## src/rtl/core/rm2q_pkg.sv

```systemverilog
package rm2q_pkg;

	localparam int FRAC_BITS = 14;
	localparam int DATA_W    = 16;
	localparam int W_W       = 15;

	localparam int ONE     = 1 << FRAC_BITS;
	localparam int MAG_CAP = 32767;
	localparam int LIM     = (ONE < MAG_CAP) ? ONE : MAG_CAP;

	localparam int SUM_W  = ((FRAC_BITS + 2 > DATA_W + 2) ? FRAC_BITS + 2 : DATA_W + 2) + 1;
	localparam int RAD_W  = SUM_W - 1 + FRAC_BITS;
	localparam int ROOT_W = (RAD_W + 1) / 2;
	localparam int RAD2_W = 2 * ROOT_W;
	localparam int REM_W  = ROOT_W + 2;

	localparam int SPS    = 2;
	localparam int NSQ    = (ROOT_W + SPS - 1) / SPS;
	localparam int LANES  = 4;
	localparam int SIGNS  = 3;

	typedef logic signed [DATA_W-1:0] data_t;
	typedef logic [W_W-1:0]           wpart_t;

endpackage

```

## src/rtl/core/rm2q_if.sv

```systemverilog
interface rm2q_mat_if;
	import rm2q_pkg::*;

	logic  valid;
	logic  ready;
	data_t m00;
	data_t m01;
	data_t m02;
	data_t m10;
	data_t m11;
	data_t m12;
	data_t m20;
	data_t m21;
	data_t m22;

	modport source (
		output valid, m00, m01, m02, m10, m11, m12, m20, m21, m22,
		input  ready
	);
	modport sink (
		input  valid, m00, m01, m02, m10, m11, m12, m20, m21, m22,
		output ready
	);
endinterface

interface rm2q_quat_if;
	import rm2q_pkg::*;

	logic   valid;
	logic   ready;
	wpart_t quat_w;
	data_t  quat_x;
	data_t  quat_y;
	data_t  quat_z;

	modport source (
		output valid, quat_w, quat_x, quat_y, quat_z,
		input  ready
	);
	modport sink (
		input  valid, quat_w, quat_x, quat_y, quat_z,
		output ready
	);
endinterface

```

## src/rtl/core/rotation_matrix_to_quaternion.sv

```systemverilog
// Rotation matrix (Q1.14) to unit quaternion (Q1.14), fully pipelined.
// An item passes stage 1, then root stages that each resolve two root bits in all four lanes,
// then the output register. Throughput: one matrix per cycle while the output is not stalled.
// A stalled output holds each full stage with only full stages after it; empty stages keep filling.
// Reset (arst_n low) clears all valid bits at once; payload registers are not reset.
module rotation_matrix_to_quaternion (
	input  logic        clk,
	input  logic        arst_n,
	rm2q_mat_if.sink    mat,
	rm2q_quat_if.source quat
);
	import rm2q_pkg::*;

	localparam logic signed [SUM_W-1:0]  ONE_S   = SUM_W'(ONE);
	localparam logic [ROOT_W-1:0]        LIM_R   = ROOT_W'(LIM);
	localparam logic signed [DATA_W-1:0] LIM_S   = DATA_W'(LIM);
	localparam logic signed [DATA_W-1:0] NLIM_S  = -LIM_S;

	// stage 1: clamped radicands and signs
	logic                    v_s1;
	logic [RAD2_W-1:0]       rad_s1 [LANES];
	logic [SIGNS-1:0]        neg_s1;

	// stage 2: root stages, indexed by step group
	logic [NSQ-1:0]          v_s2;
	logic [RAD2_W-1:0]       rad_s2  [NSQ][LANES];
	logic [REM_W-1:0]        rem_s2  [NSQ][LANES];
	logic [ROOT_W-1:0]       root_s2 [NSQ][LANES];
	logic [SIGNS-1:0]        neg_s2  [NSQ];

	// stage 3: output register
	logic                    v_s3;
	wpart_t                  w_s3;
	data_t                   x_s3;
	data_t                   y_s3;
	data_t                   z_s3;

	logic                    adv_s1;
	logic [NSQ-1:0]          adv_s2;
	logic                    adv_s3;

	logic [RAD2_W-1:0]       rad_d   [NSQ][LANES];
	logic [REM_W-1:0]        rem_d   [NSQ][LANES];
	logic [ROOT_W-1:0]       root_d  [NSQ][LANES];

	logic [RAD2_W-1:0]       rad_in  [LANES];
	logic [SIGNS-1:0]        neg_in;

	// advance chain, output side first
	always_comb begin
		adv_s3 = !v_s3 || quat.ready;
		adv_s2[NSQ-1] = !v_s2[NSQ-1] || adv_s3;
		for (int k = NSQ - 2; k >= 0; k--) begin
			adv_s2[k] = !v_s2[k] || adv_s2[k+1];
		end
		adv_s1 = !v_s1 || adv_s2[0];
	end

	assign mat.ready = adv_s1;

	always_comb begin
		logic signed [SUM_W-1:0] a00, a01, a02, a10, a11, a12, a20, a21, a22;
		logic signed [SUM_W-1:0] s [LANES];
		a00 = SUM_W'(mat.m00);
		a01 = SUM_W'(mat.m01);
		a02 = SUM_W'(mat.m02);
		a10 = SUM_W'(mat.m10);
		a11 = SUM_W'(mat.m11);
		a12 = SUM_W'(mat.m12);
		a20 = SUM_W'(mat.m20);
		a21 = SUM_W'(mat.m21);
		a22 = SUM_W'(mat.m22);
		s[0] = ONE_S + a00 + a11 + a22;
		s[1] = ONE_S + a00 - a11 - a22;
		s[2] = ONE_S - a00 + a11 - a22;
		s[3] = ONE_S - a00 - a11 + a22;
		for (int l = 0; l < LANES; l++) begin
			if (s[l][SUM_W-1]) begin
				rad_in[l] = '0;
			end else begin
				rad_in[l] = RAD2_W'({s[l][SUM_W-2:0], {FRAC_BITS{1'b0}}});
			end
		end
		neg_in[0] = a21 < a12;
		neg_in[1] = a02 < a20;
		neg_in[2] = a10 < a01;
	end

	always_ff @(posedge clk or negedge arst_n) begin
		if (!arst_n) begin
			v_s1 <= 1'b0;
		end else if (adv_s1) begin
			v_s1 <= mat.valid;
		end
	end

	always_ff @(posedge clk) begin
		if (adv_s1 && mat.valid) begin
			rad_s1 <= rad_in;
			neg_s1 <= neg_in;
		end
	end

	for (genvar k = 0; k < NSQ; k++) begin : g_root
		for (genvar l = 0; l < LANES; l++) begin : g_lane
			logic [RAD2_W-1:0] rad_p;
			logic [REM_W-1:0]  rem_p;
			logic [ROOT_W-1:0] root_p;

			if (k == 0) begin : g_first
				assign rad_p  = rad_s1[l];
				assign rem_p  = '0;
				assign root_p = '0;
			end else begin : g_next
				assign rad_p  = rad_s2[k-1][l];
				assign rem_p  = rem_s2[k-1][l];
				assign root_p = root_s2[k-1][l];
			end

			always_comb begin
				logic [RAD2_W-1:0] r;
				logic [REM_W-1:0]  m;
				logic [REM_W-1:0]  t;
				logic [ROOT_W-1:0] q;
				r = rad_p;
				m = rem_p;
				q = root_p;
				t = '0;
				for (int j = 0; j < SPS; j++) begin
					if (k * SPS + j < ROOT_W) begin
						m = {m[REM_W-3:0], r[RAD2_W-1 -: 2]};
						r = r << 2;
						t = {q, 2'b01};
						if (m >= t) begin
							m = m - t;
							q = {q[ROOT_W-2:0], 1'b1};
						end else begin
							q = {q[ROOT_W-2:0], 1'b0};
						end
					end
				end
				rad_d[k][l]  = r;
				rem_d[k][l]  = m;
				root_d[k][l] = q;
			end
		end

		logic v_p;
		logic [SIGNS-1:0] neg_p;
		if (k == 0) begin : g_vfirst
			assign v_p   = v_s1;
			assign neg_p = neg_s1;
		end else begin : g_vnext
			assign v_p   = v_s2[k-1];
			assign neg_p = neg_s2[k-1];
		end

		always_ff @(posedge clk or negedge arst_n) begin
			if (!arst_n) begin
				v_s2[k] <= 1'b0;
			end else if (adv_s2[k]) begin
				v_s2[k] <= v_p;
			end
		end

		always_ff @(posedge clk) begin
			if (adv_s2[k] && v_p) begin
				rad_s2[k]  <= rad_d[k];
				rem_s2[k]  <= rem_d[k];
				root_s2[k] <= root_d[k];
				neg_s2[k]  <= neg_p;
			end
		end
	end

	logic [DATA_W-1:0] mag [LANES];
	data_t             sx, sy, sz;

	always_comb begin
		logic [ROOT_W-1:0] h;
		h = '0;
		for (int l = 0; l < LANES; l++) begin
			h = root_s2[NSQ-1][l] >> 1;
			mag[l] = (h > LIM_R) ? DATA_W'(LIM) : DATA_W'(h);
		end
		sx = neg_s2[NSQ-1][0] ? -$signed(mag[1]) : $signed(mag[1]);
		sy = neg_s2[NSQ-1][1] ? -$signed(mag[2]) : $signed(mag[2]);
		sz = neg_s2[NSQ-1][2] ? -$signed(mag[3]) : $signed(mag[3]);
	end

	always_ff @(posedge clk or negedge arst_n) begin
		if (!arst_n) begin
			v_s3 <= 1'b0;
		end else if (adv_s3) begin
			v_s3 <= v_s2[NSQ-1];
		end
	end

	always_ff @(posedge clk) begin
		if (adv_s3 && v_s2[NSQ-1]) begin
			w_s3 <= mag[0][W_W-1:0];
			x_s3 <= sx;
			y_s3 <= sy;
			z_s3 <= sz;
		end
	end

	assign quat.valid  = v_s3;
	assign quat.quat_w = w_s3;
	assign quat.quat_x = x_s3;
	assign quat.quat_y = y_s3;
	assign quat.quat_z = z_s3;

	a_w_cap: assert property (@(posedge clk) disable iff (!arst_n)
		quat.valid |-> quat.quat_w <= W_W'(LIM))
		else $error("quat_w above one");

	a_x_cap: assert property (@(posedge clk) disable iff (!arst_n)
		quat.valid |-> (quat.quat_x <= LIM_S && quat.quat_x >= NLIM_S))
		else $error("quat_x magnitude above one");

	a_enter: assert property (@(posedge clk) disable iff (!arst_n)
		(mat.valid && mat.ready) |=> v_s1)
		else $error("transfer in lost at stage 1");

	a_hold_s1: assert property (@(posedge clk) disable iff (!arst_n)
		(v_s1 && !adv_s1) |=> (v_s1 && $stable(rad_s1[0]) && $stable(neg_s1)))
		else $error("stalled stage 1 changed");

	a_drain: assert property (@(posedge clk) disable iff (!arst_n)
		(v_s2[NSQ-1] && adv_s3) |=> v_s3)
		else $error("last root stage dropped an item");

endmodule
```

## src/flat_wrapper.sv

```systemverilog
// flat-port wrapper written by rule: the top's interface ports become plain ports
module rotation_matrix_to_quaternion_flat import rm2q_pkg::*;
  (clk, arst_n, mat_valid, mat_m00, mat_m01, mat_m02, mat_m10, mat_m11, mat_m12, mat_m20, mat_m21, mat_m22, mat_ready, quat_valid, quat_quat_w, quat_quat_x, quat_quat_y, quat_quat_z, quat_ready);
  rm2q_mat_if mat_i ();
  rm2q_quat_if quat_i ();
  input  logic clk;
  input  logic arst_n;
  input wire logic [$bits(mat_i.valid)-1:0] mat_valid;
  input wire logic [$bits(mat_i.m00)-1:0] mat_m00;
  input wire logic [$bits(mat_i.m01)-1:0] mat_m01;
  input wire logic [$bits(mat_i.m02)-1:0] mat_m02;
  input wire logic [$bits(mat_i.m10)-1:0] mat_m10;
  input wire logic [$bits(mat_i.m11)-1:0] mat_m11;
  input wire logic [$bits(mat_i.m12)-1:0] mat_m12;
  input wire logic [$bits(mat_i.m20)-1:0] mat_m20;
  input wire logic [$bits(mat_i.m21)-1:0] mat_m21;
  input wire logic [$bits(mat_i.m22)-1:0] mat_m22;
  output wire logic [$bits(mat_i.ready)-1:0] mat_ready;
  output wire logic [$bits(quat_i.valid)-1:0] quat_valid;
  output wire logic [$bits(quat_i.quat_w)-1:0] quat_quat_w;
  output wire logic [$bits(quat_i.quat_x)-1:0] quat_quat_x;
  output wire logic [$bits(quat_i.quat_y)-1:0] quat_quat_y;
  output wire logic [$bits(quat_i.quat_z)-1:0] quat_quat_z;
  input wire logic [$bits(quat_i.ready)-1:0] quat_ready;
  assign mat_i.valid = mat_valid;
  assign mat_i.m00 = mat_m00;
  assign mat_i.m01 = mat_m01;
  assign mat_i.m02 = mat_m02;
  assign mat_i.m10 = mat_m10;
  assign mat_i.m11 = mat_m11;
  assign mat_i.m12 = mat_m12;
  assign mat_i.m20 = mat_m20;
  assign mat_i.m21 = mat_m21;
  assign mat_i.m22 = mat_m22;
  assign mat_ready = mat_i.ready;
  assign quat_valid = quat_i.valid;
  assign quat_quat_w = quat_i.quat_w;
  assign quat_quat_x = quat_i.quat_x;
  assign quat_quat_y = quat_i.quat_y;
  assign quat_quat_z = quat_i.quat_z;
  assign quat_i.ready = quat_ready;
  rotation_matrix_to_quaternion u_core (.clk(clk), .arst_n(arst_n), .mat(mat_i), .quat(quat_i));
endmodule
```

## config.mk

```make
export PLATFORM = sky130hd
export DESIGN_NAME = rotation_matrix_to_quaternion_flat
export DESIGN_NICKNAME = d
export VERILOG_FILES = /design/src/rtl/core/rm2q_pkg.sv /design/src/rtl/core/rm2q_if.sv /design/src/rtl/core/rotation_matrix_to_quaternion.sv /design/src/flat_wrapper.sv
export SDC_FILE = /design/constraint.sdc
export NUM_CORES = 2
export LEC_CHECK = 0
export BUFFER_PORTS_ARGS = -buffer_cell sky130_fd_sc_hd__buf_2
export CORE_MARGIN = 3
export CORE_UTILIZATION = 40
export CTS_BUF_LIST = sky130_fd_sc_hd__clkbuf_4
export CTS_CLUSTER_SIZE = 20
export DETAILED_ROUTE_END_ITERATION = 7
export PLACE_DENSITY_LB_ADDON = 0.05
export SLEW_MARGIN = 10
export SYNTH_ARGS = -nofsm -noshare
export SYNTH_HDL_FRONTEND = slang
export SYNTH_SLANG_ARGS = --single-unit
export TNS_END_PERCENT = 100
```

## constraint.sdc

```tcl
create_clock -name clk -period 13.23 [get_ports clk]
set_input_delay 2.646 -clock clk [delete_from_list [all_inputs] [get_ports clk]]
set_output_delay 2.646 -clock clk [all_outputs]
set_load 0.02 [all_outputs]
```

# [Word level (Yosys, flattened, before mapping)]
# Memory sizes are Yosys's and may differ from the RTL's.
# Index checks and enable logic that the tools add are counted.
[word_totals] ff_bits=204 ramBits=2008 input_bits=148 out_inout_bits=65 memories=4
[mem_list] name="u_core.rad_s2" words=8 width=112 rd=7 rd_ports_with_merged_regs=0 write_ports=8 line_no="rotation_matrix_to_quaternion.sv:26" text="logic [RAD2_W-1:0] rad_s2 [NSQ][LANES];"
[mem_list] name="u_core.rem_s2" words=8 width=72 rd=7 rd_ports_with_merged_regs=0 write_ports=8 line_no="rotation_matrix_to_quaternion.sv:27" text="logic [REM_W-1:0] rem_s2 [NSQ][LANES];"
[mem_list] name="u_core.root_s2" words=8 width=64 rd=8 rd_ports_with_merged_regs=0 write_ports=8 line_no="rotation_matrix_to_quaternion.sv:28" text="logic [ROOT_W-1:0] root_s2 [NSQ][LANES];"
[mem_list] name="u_core.neg_s2" words=8 width=3 rd=8 rd_ports_with_merged_regs=0 write_ports=8 line_no="rotation_matrix_to_quaternion.sv:29" text="logic [SIGNS-1:0] neg_s2 [NSQ];"
[op_classes] add_sub_neg=77 n_lt_le_gt_ge=71 mux=150 n_reduce_logical=30
[op_table] operator="greater-or-equal comparator 18 bit" n=56
[op_table] operator="2-to-1 mux 18 bit" n=32
[op_table] operator="2-to-1 mux 16 bit" n=35
[op_table] operator="subtractor 18 bit" n=28
[op_table] operator="subtractor 16 bit" n=28
[op_table] operator="2-to-1 mux 1 bit" n=80
[op_table] operator="greater-or-equal comparator 18 x 3 -> 1 bit" n=4
[op_table] operator="subtractor 18 x 3 -> 18 bit" n=4
[op_table] operator="greater-than comparator 15 bit (second input constant)" n=4
[op_table] operator="less-than comparator 16 bit" n=3
[op_table] operator="negation 16 bit" n=3
[op_table] operator="2-to-1 mux 15 bit" n=3
[op_table] operator="adder 19 x 16 -> 19 bit" n=2
[op_table] operator="subtractor 19 x 16 -> 19 bit" n=2
[op_table] operator="adder 17 x 16 -> 18 bit" n=2
[op_table] operator="subtractor 17 x 16 -> 18 bit" n=2
[op_table] operator="adder 16 x 16 -> 17 bit (first input constant)" n=1
[op_table] operator="subtractor 16 x 16 -> 17 bit (first input constant)" n=1
[op_table] operator="subtractor 2 x 1 -> 3 bit (second input constant)" n=4
[op_table] operator="logical AND 1 bit" n=10
[op_table] operator="zero test 1 bit" n=10
[op_table] operator="logical OR 1 bit" n=10
[op_table] operator="greater-or-equal comparator 2 x 1 -> 1 bit (second input constant)" n=4

# [Depth between registers and ports, before layout]
[logic_depth] word_depth=13 ltp_mapped=27

# [Least setup slack after synthesis]
# OpenSTA, ideal clock, no wires.
[synth_path] path_type="input to register" start="in quat_ready" end="mem u_core.neg_s2[6][0] (netlist: u_core.neg_s2[1][6]) (enable)" setup_ps=668 arrival_ps=8675 t_required_ps=12562 path_slack_ps=3887 cell_stages=2 n_path_buf=0 cell_sequence="nor2b_1 a31oi_1"
[synth_rtl] item="start: declaration" line_no="flat_wrapper.sv:24" text="input wire logic [$bits(quat_i.ready)-1:0] quat_ready;"
[synth_rtl] item="end: declaration" line_no="rotation_matrix_to_quaternion.sv:29"

# [Worst setup path after layout]
[layout_path] start="in quat_ready" end="out mat_ready"
[layout_via] elab_chain_cells=10
[layout_rtl] item="logical OR 1 bit" line_no="rotation_matrix_to_quaternion.sv:51" text="adv_s3 = !v_s3 || quat.ready;"
[layout_rtl] item="logical OR 1 bit" line_no="rotation_matrix_to_quaternion.sv:52" text="adv_s2[NSQ-1] = !v_s2[NSQ-1] || adv_s3;"
[layout_rtl] item="logical OR 1 bit (7 in a row)" line_no="rotation_matrix_to_quaternion.sv:54" text="adv_s2[k] = !v_s2[k] || adv_s2[k+1];"
[layout_rtl] item="logical OR 1 bit" line_no="rotation_matrix_to_quaternion.sv:56" text="adv_s1 = !v_s1 || adv_s2[0];"
[layout_rtl] item="end: declaration" line_no="flat_wrapper.sv:18" text="output wire logic [$bits(mat_i.ready)-1:0] mat_ready;"
# Every way passes these cells.

==> flow_metrics.py <==
metrics = {
    "status": {
        "status": "finished clean",
    },
    "power": {
        "leakage_nw": 31.1,
        "cellPowerDensity_nw_per_um2": 196,
        "peakVddDrop_mv": 0.0973,
    },
    "finish": {
        "filler_cell_count": 15800,
        "multi_input_area_um2": 34600,
        "layout-drive-gt1-share": 0.126,
        "seq_area_um2": 29800,
        "syn2layout_area_growth_pct": 10.5,
        "mostFrequentLayoutCell": "edfxtp_1",
        "num-nets-final": 7765,
        "final_cell_count_no_fill": 9303,
        "final_cell_mix": "983 x edfxtp_1, 666 x ha_1, 600 x inv_1, 557 x nor2_1, 424 x a21oi_1",
    },
    "place": {
        "dp_cells": 8819,
        "io_buffers": 212,
        "dpl.hpwl_um": 110000,
        "gp_congestion": 0.857,
    },
    "sta": {
        "period_minus_slack_ns": 7.36,
        "final.setup.tns_ns": 0,
        "rsz0062_at_grt": "false",
        "hold_ws_ns": 0.367,
        "maxSlewViolCount": 0,
        "tightest_slew_ns": 1.08,
        "max_freq_ghz": 0.136,
        "hold_viol": 0,
        "slew_headroom": 0.279,
        "setup_viol": 0,
        "finClkSkew_ns": 0.0884,
        "finalCritPeriodShare": 0.556,
    },
    "route": {
        "viasPerCell": 5.04,
        "firstDrtPassIters": 5,
        "drc": 0,
        "drt_iter0_drc": 1815,
        "antenna_left": 0,
        "wire_per_inst_um": 15.1,
        "vias": 46900,
        "drt_wl_total_um": 141000,
    },
    "logic_synthesis": {
        "synthSimpleGateAreaFrac": 0.141,
        "synth_fa_ha_area_frac": 0.131,
        "synthCells": 6502,
        "synthMuxAreaShare": 0.0308,
        "yosys.cell_types.count": 108,
        "synth-edff-count": 983,
        "synth.area.top_cells": "edfxtp_1 44%, ha_1 12%, xnor2_1 5.3%, inv_1 3.4%, a21oi_1 3.2%",
        "synth.top_cell.area_share": 0.440,
        "synthFlopType": "edfxtp_1",
        "synth_xor_area_frac": 0.0767,
        "avgSynthCellArea_um2": 10.3,
        "synth_compound_area_frac": 0.135,
        "synth_seq_area_share": 0.444,
        "async_reset_ff_frac": 0.0101,
        "synth_top_cell_by_area": "edfxtp_1",
        "yosysWarnings": 0,
        "synth_top_family_by_area": "simple AND/OR/NAND/NOR gates",
        "synth_seq_cells": 993,
        "synth_area_um2": 67100,
    },
    "global_route": {
        "overflow": 0,
        "antenna_found_initial": 8,
        "grt_max_degree": 112,
        "grt_first_pass_wirelength_um": 235000,
        "grt_pass1_vias": 47400,
        "grtUsageTotal": 0.163,
    },
    "clocking": {
        "numCtsBuffers": 296,
        "postCtsHoldBufs": 0,
        "htreeDepth": 5,
        "clock_sinks": 993,
        "clock-root-buffer": "clkbuf_4",
        "clockBufferDepth": 4,
        "ctsResizeCount": 0,
        "clkLatencyLatePin_ns": 1.24,
        "cts_tree": "built",
        "cts_setup_buffers": 0,
        "clk_pin_slew_ns": 0.06,
    },
    "job": {
        "drv_cap": 0,
    },
    "floorplanning": {
        "ioPinCount": 213,
        "die_h_um": 415,
        "dieArea_um2": 173000,
        "row_count": 149,
        "coreArea_um2": 166000,
        "start_util": 0.405,
        "die_x_um": 415,
    },
    "setup_path": {
        "worst_setup_path_end_kind": "output pin",
        "max_stage_delay_ns": 0.45,
        "crit_arrival_ns": 4.71,
        "critical_path_class": "primary input to output pin",
        "cp_cell_sequence": "buf_2, nor2b_1, nand3_1, nor2_1, nand3_1, nor2_1, nand4_1, buf_2",
        "cp_max_fo": 5,
        "cp-start-kind": "primary input",
        "worstPathRequired_ns": 10.58,
        "critPathSlowestCell": "nor2_1",
    },
    "hold_path": {
        "min_path_type": "flop to flop",
    },
}
synth_stat cells, drive strengths merged (10+ instances only):
cell type	instances
edfxtp	983
ha	666
inv	609
nor2	558
a21oi	426
xnor2	405
nand2	398
o21ai	344
nor3	197
xor2	181
a21o	142
mux2	136
nor2b	131
nand3	115
nand2b	94
o21a	84
clkbuf	73
o21bai	67
nor4	62
or2	51
mux2i	50
o31ai	48
a31oi	46
and2	46
and3	46
or3	46
buf	40
nand4	40
a211oi	38
nand3b	25
fa	23
a21boi	22
o211ai	21
o31a	21
nor3b	20
a2111oi	18
or4	17
nor4b	15
o2111ai	15
o41ai	13
a211o	11
dfrtp	10
cell families (layout without fill, tap and decap cells):
logic type      after synthesis  after routing
mux                         186            186
other cells                   1             12
buf+inv                     723           1324
compound gates             1426           1426
xor+xnor                    586            586
simple gates               1898           1898
fa+ha+maj                   689            689
flops                       993            993
layer usage:
layer / routed length [um] / track usage / up-vias / share of wire
li1: - / - / 24500 / -
met1: 65900 / 0.207 / 21400 / 0.47
met2: 66200 / 0.276 / 698 / 0.47
met3: 4750 / 0.0300 / 262 / 0.034
met4: 3830 / 0.0575 / 0 / 0.027
met5: 0 / 0 / - / 0
metrics by stage:
stage / total power, mW / util / area [um^2] / setup slack, ns
after detailed placement: 11.9 / 0.426 / 70600 / 5.41
after floorplan: 10.5 / - / 67100 / 3.89
after global placement: 11.8 / 0.426 / 70600 / 5.41
final: 14.5 / 0.447 / 74100 / 5.87
after global routing: 15.9 / 0.447 / 74100 / 5.58
after CTS: 14.8 / 0.447 / 74100 / 5.83
worst paths after layout:
| path | from | cells past startpoint | slack, ns | end |
|---|---|---|---|---|
| min reg2reg | u_core.g_root[0].g_lane[3].rad_p[24] | 0 | 0.37 | u_core.rad_s2[0][24] |
| min | u_core.g_root[0].g_lane[3].rad_p[24] | 0 | 0.37 | u_core.rad_s2[0][24] |
| max in group asynchronous | arst_n | 1 | 11.72 | u_core.g_root[3].v_p |
| max reg2reg | u_core.rem_s2[2][36] | 21 | 6.46 | u_core.rem_s2[2][113] |
| min in group asynchronous | arst_n | 1 | 1.30 | u_core.quat.valid |
| max | quat_ready | 8 | 5.87 | mat_ready |
worst max-delay path, delay by kind of cell:
| kind | cells | cell delay (ns) |
|---|---|---|
| buffers and inverters | 2 | 0.30 |
| AND/OR/NAND/NOR | 6 | 1.78 |
cell type report:
| class | instances | area share |
|---|---|---|
| diodes | 4 | 0.000135 |
| clock buffers | 395 | 0.0400 |
| clock inverters | 85 | 0.00635 |
| inverters | 610 | 0.0309 |
| multi-input cells | 4793 | 0.467 |
| flip-flops and latches | 993 | 0.402 |
| well taps | 2189 | 0.0370 |
| repair buffers | 234 | 0.0167 |
report_power, final:
| part | leakage, nW | internal [mW] | switching (mW) |
|---|---|---|---|
| Combinational | 20.0 | 2.77 | 3.56 |
| Sequential | 9.04 | 4.88 | 0.577 |
| Clock | 2.06 | 1.47 | 1.26 |
| Total | 31.1 | 9.12 | 5.39 |
flip-flops by register name, indices dropped and copies added (netlist names):
name                        flops
u_core.rem_s2                 409
u_core.root_s2                284
u_core.rad_s2                 128
u_core.g_root.g_lane.rad_p     72
u_core.neg_s2                  24
u_core.quat.quat_x             16
u_core.quat.quat_y             16
u_core.quat.quat_z             16
u_core.quat.quat_w             15
u_core.g_root.v_p               8
u_core.g_root.neg_p             3
u_core.quat.valid               1
u_core.v_s2                     1
Power figures use the tool's default switching activity.
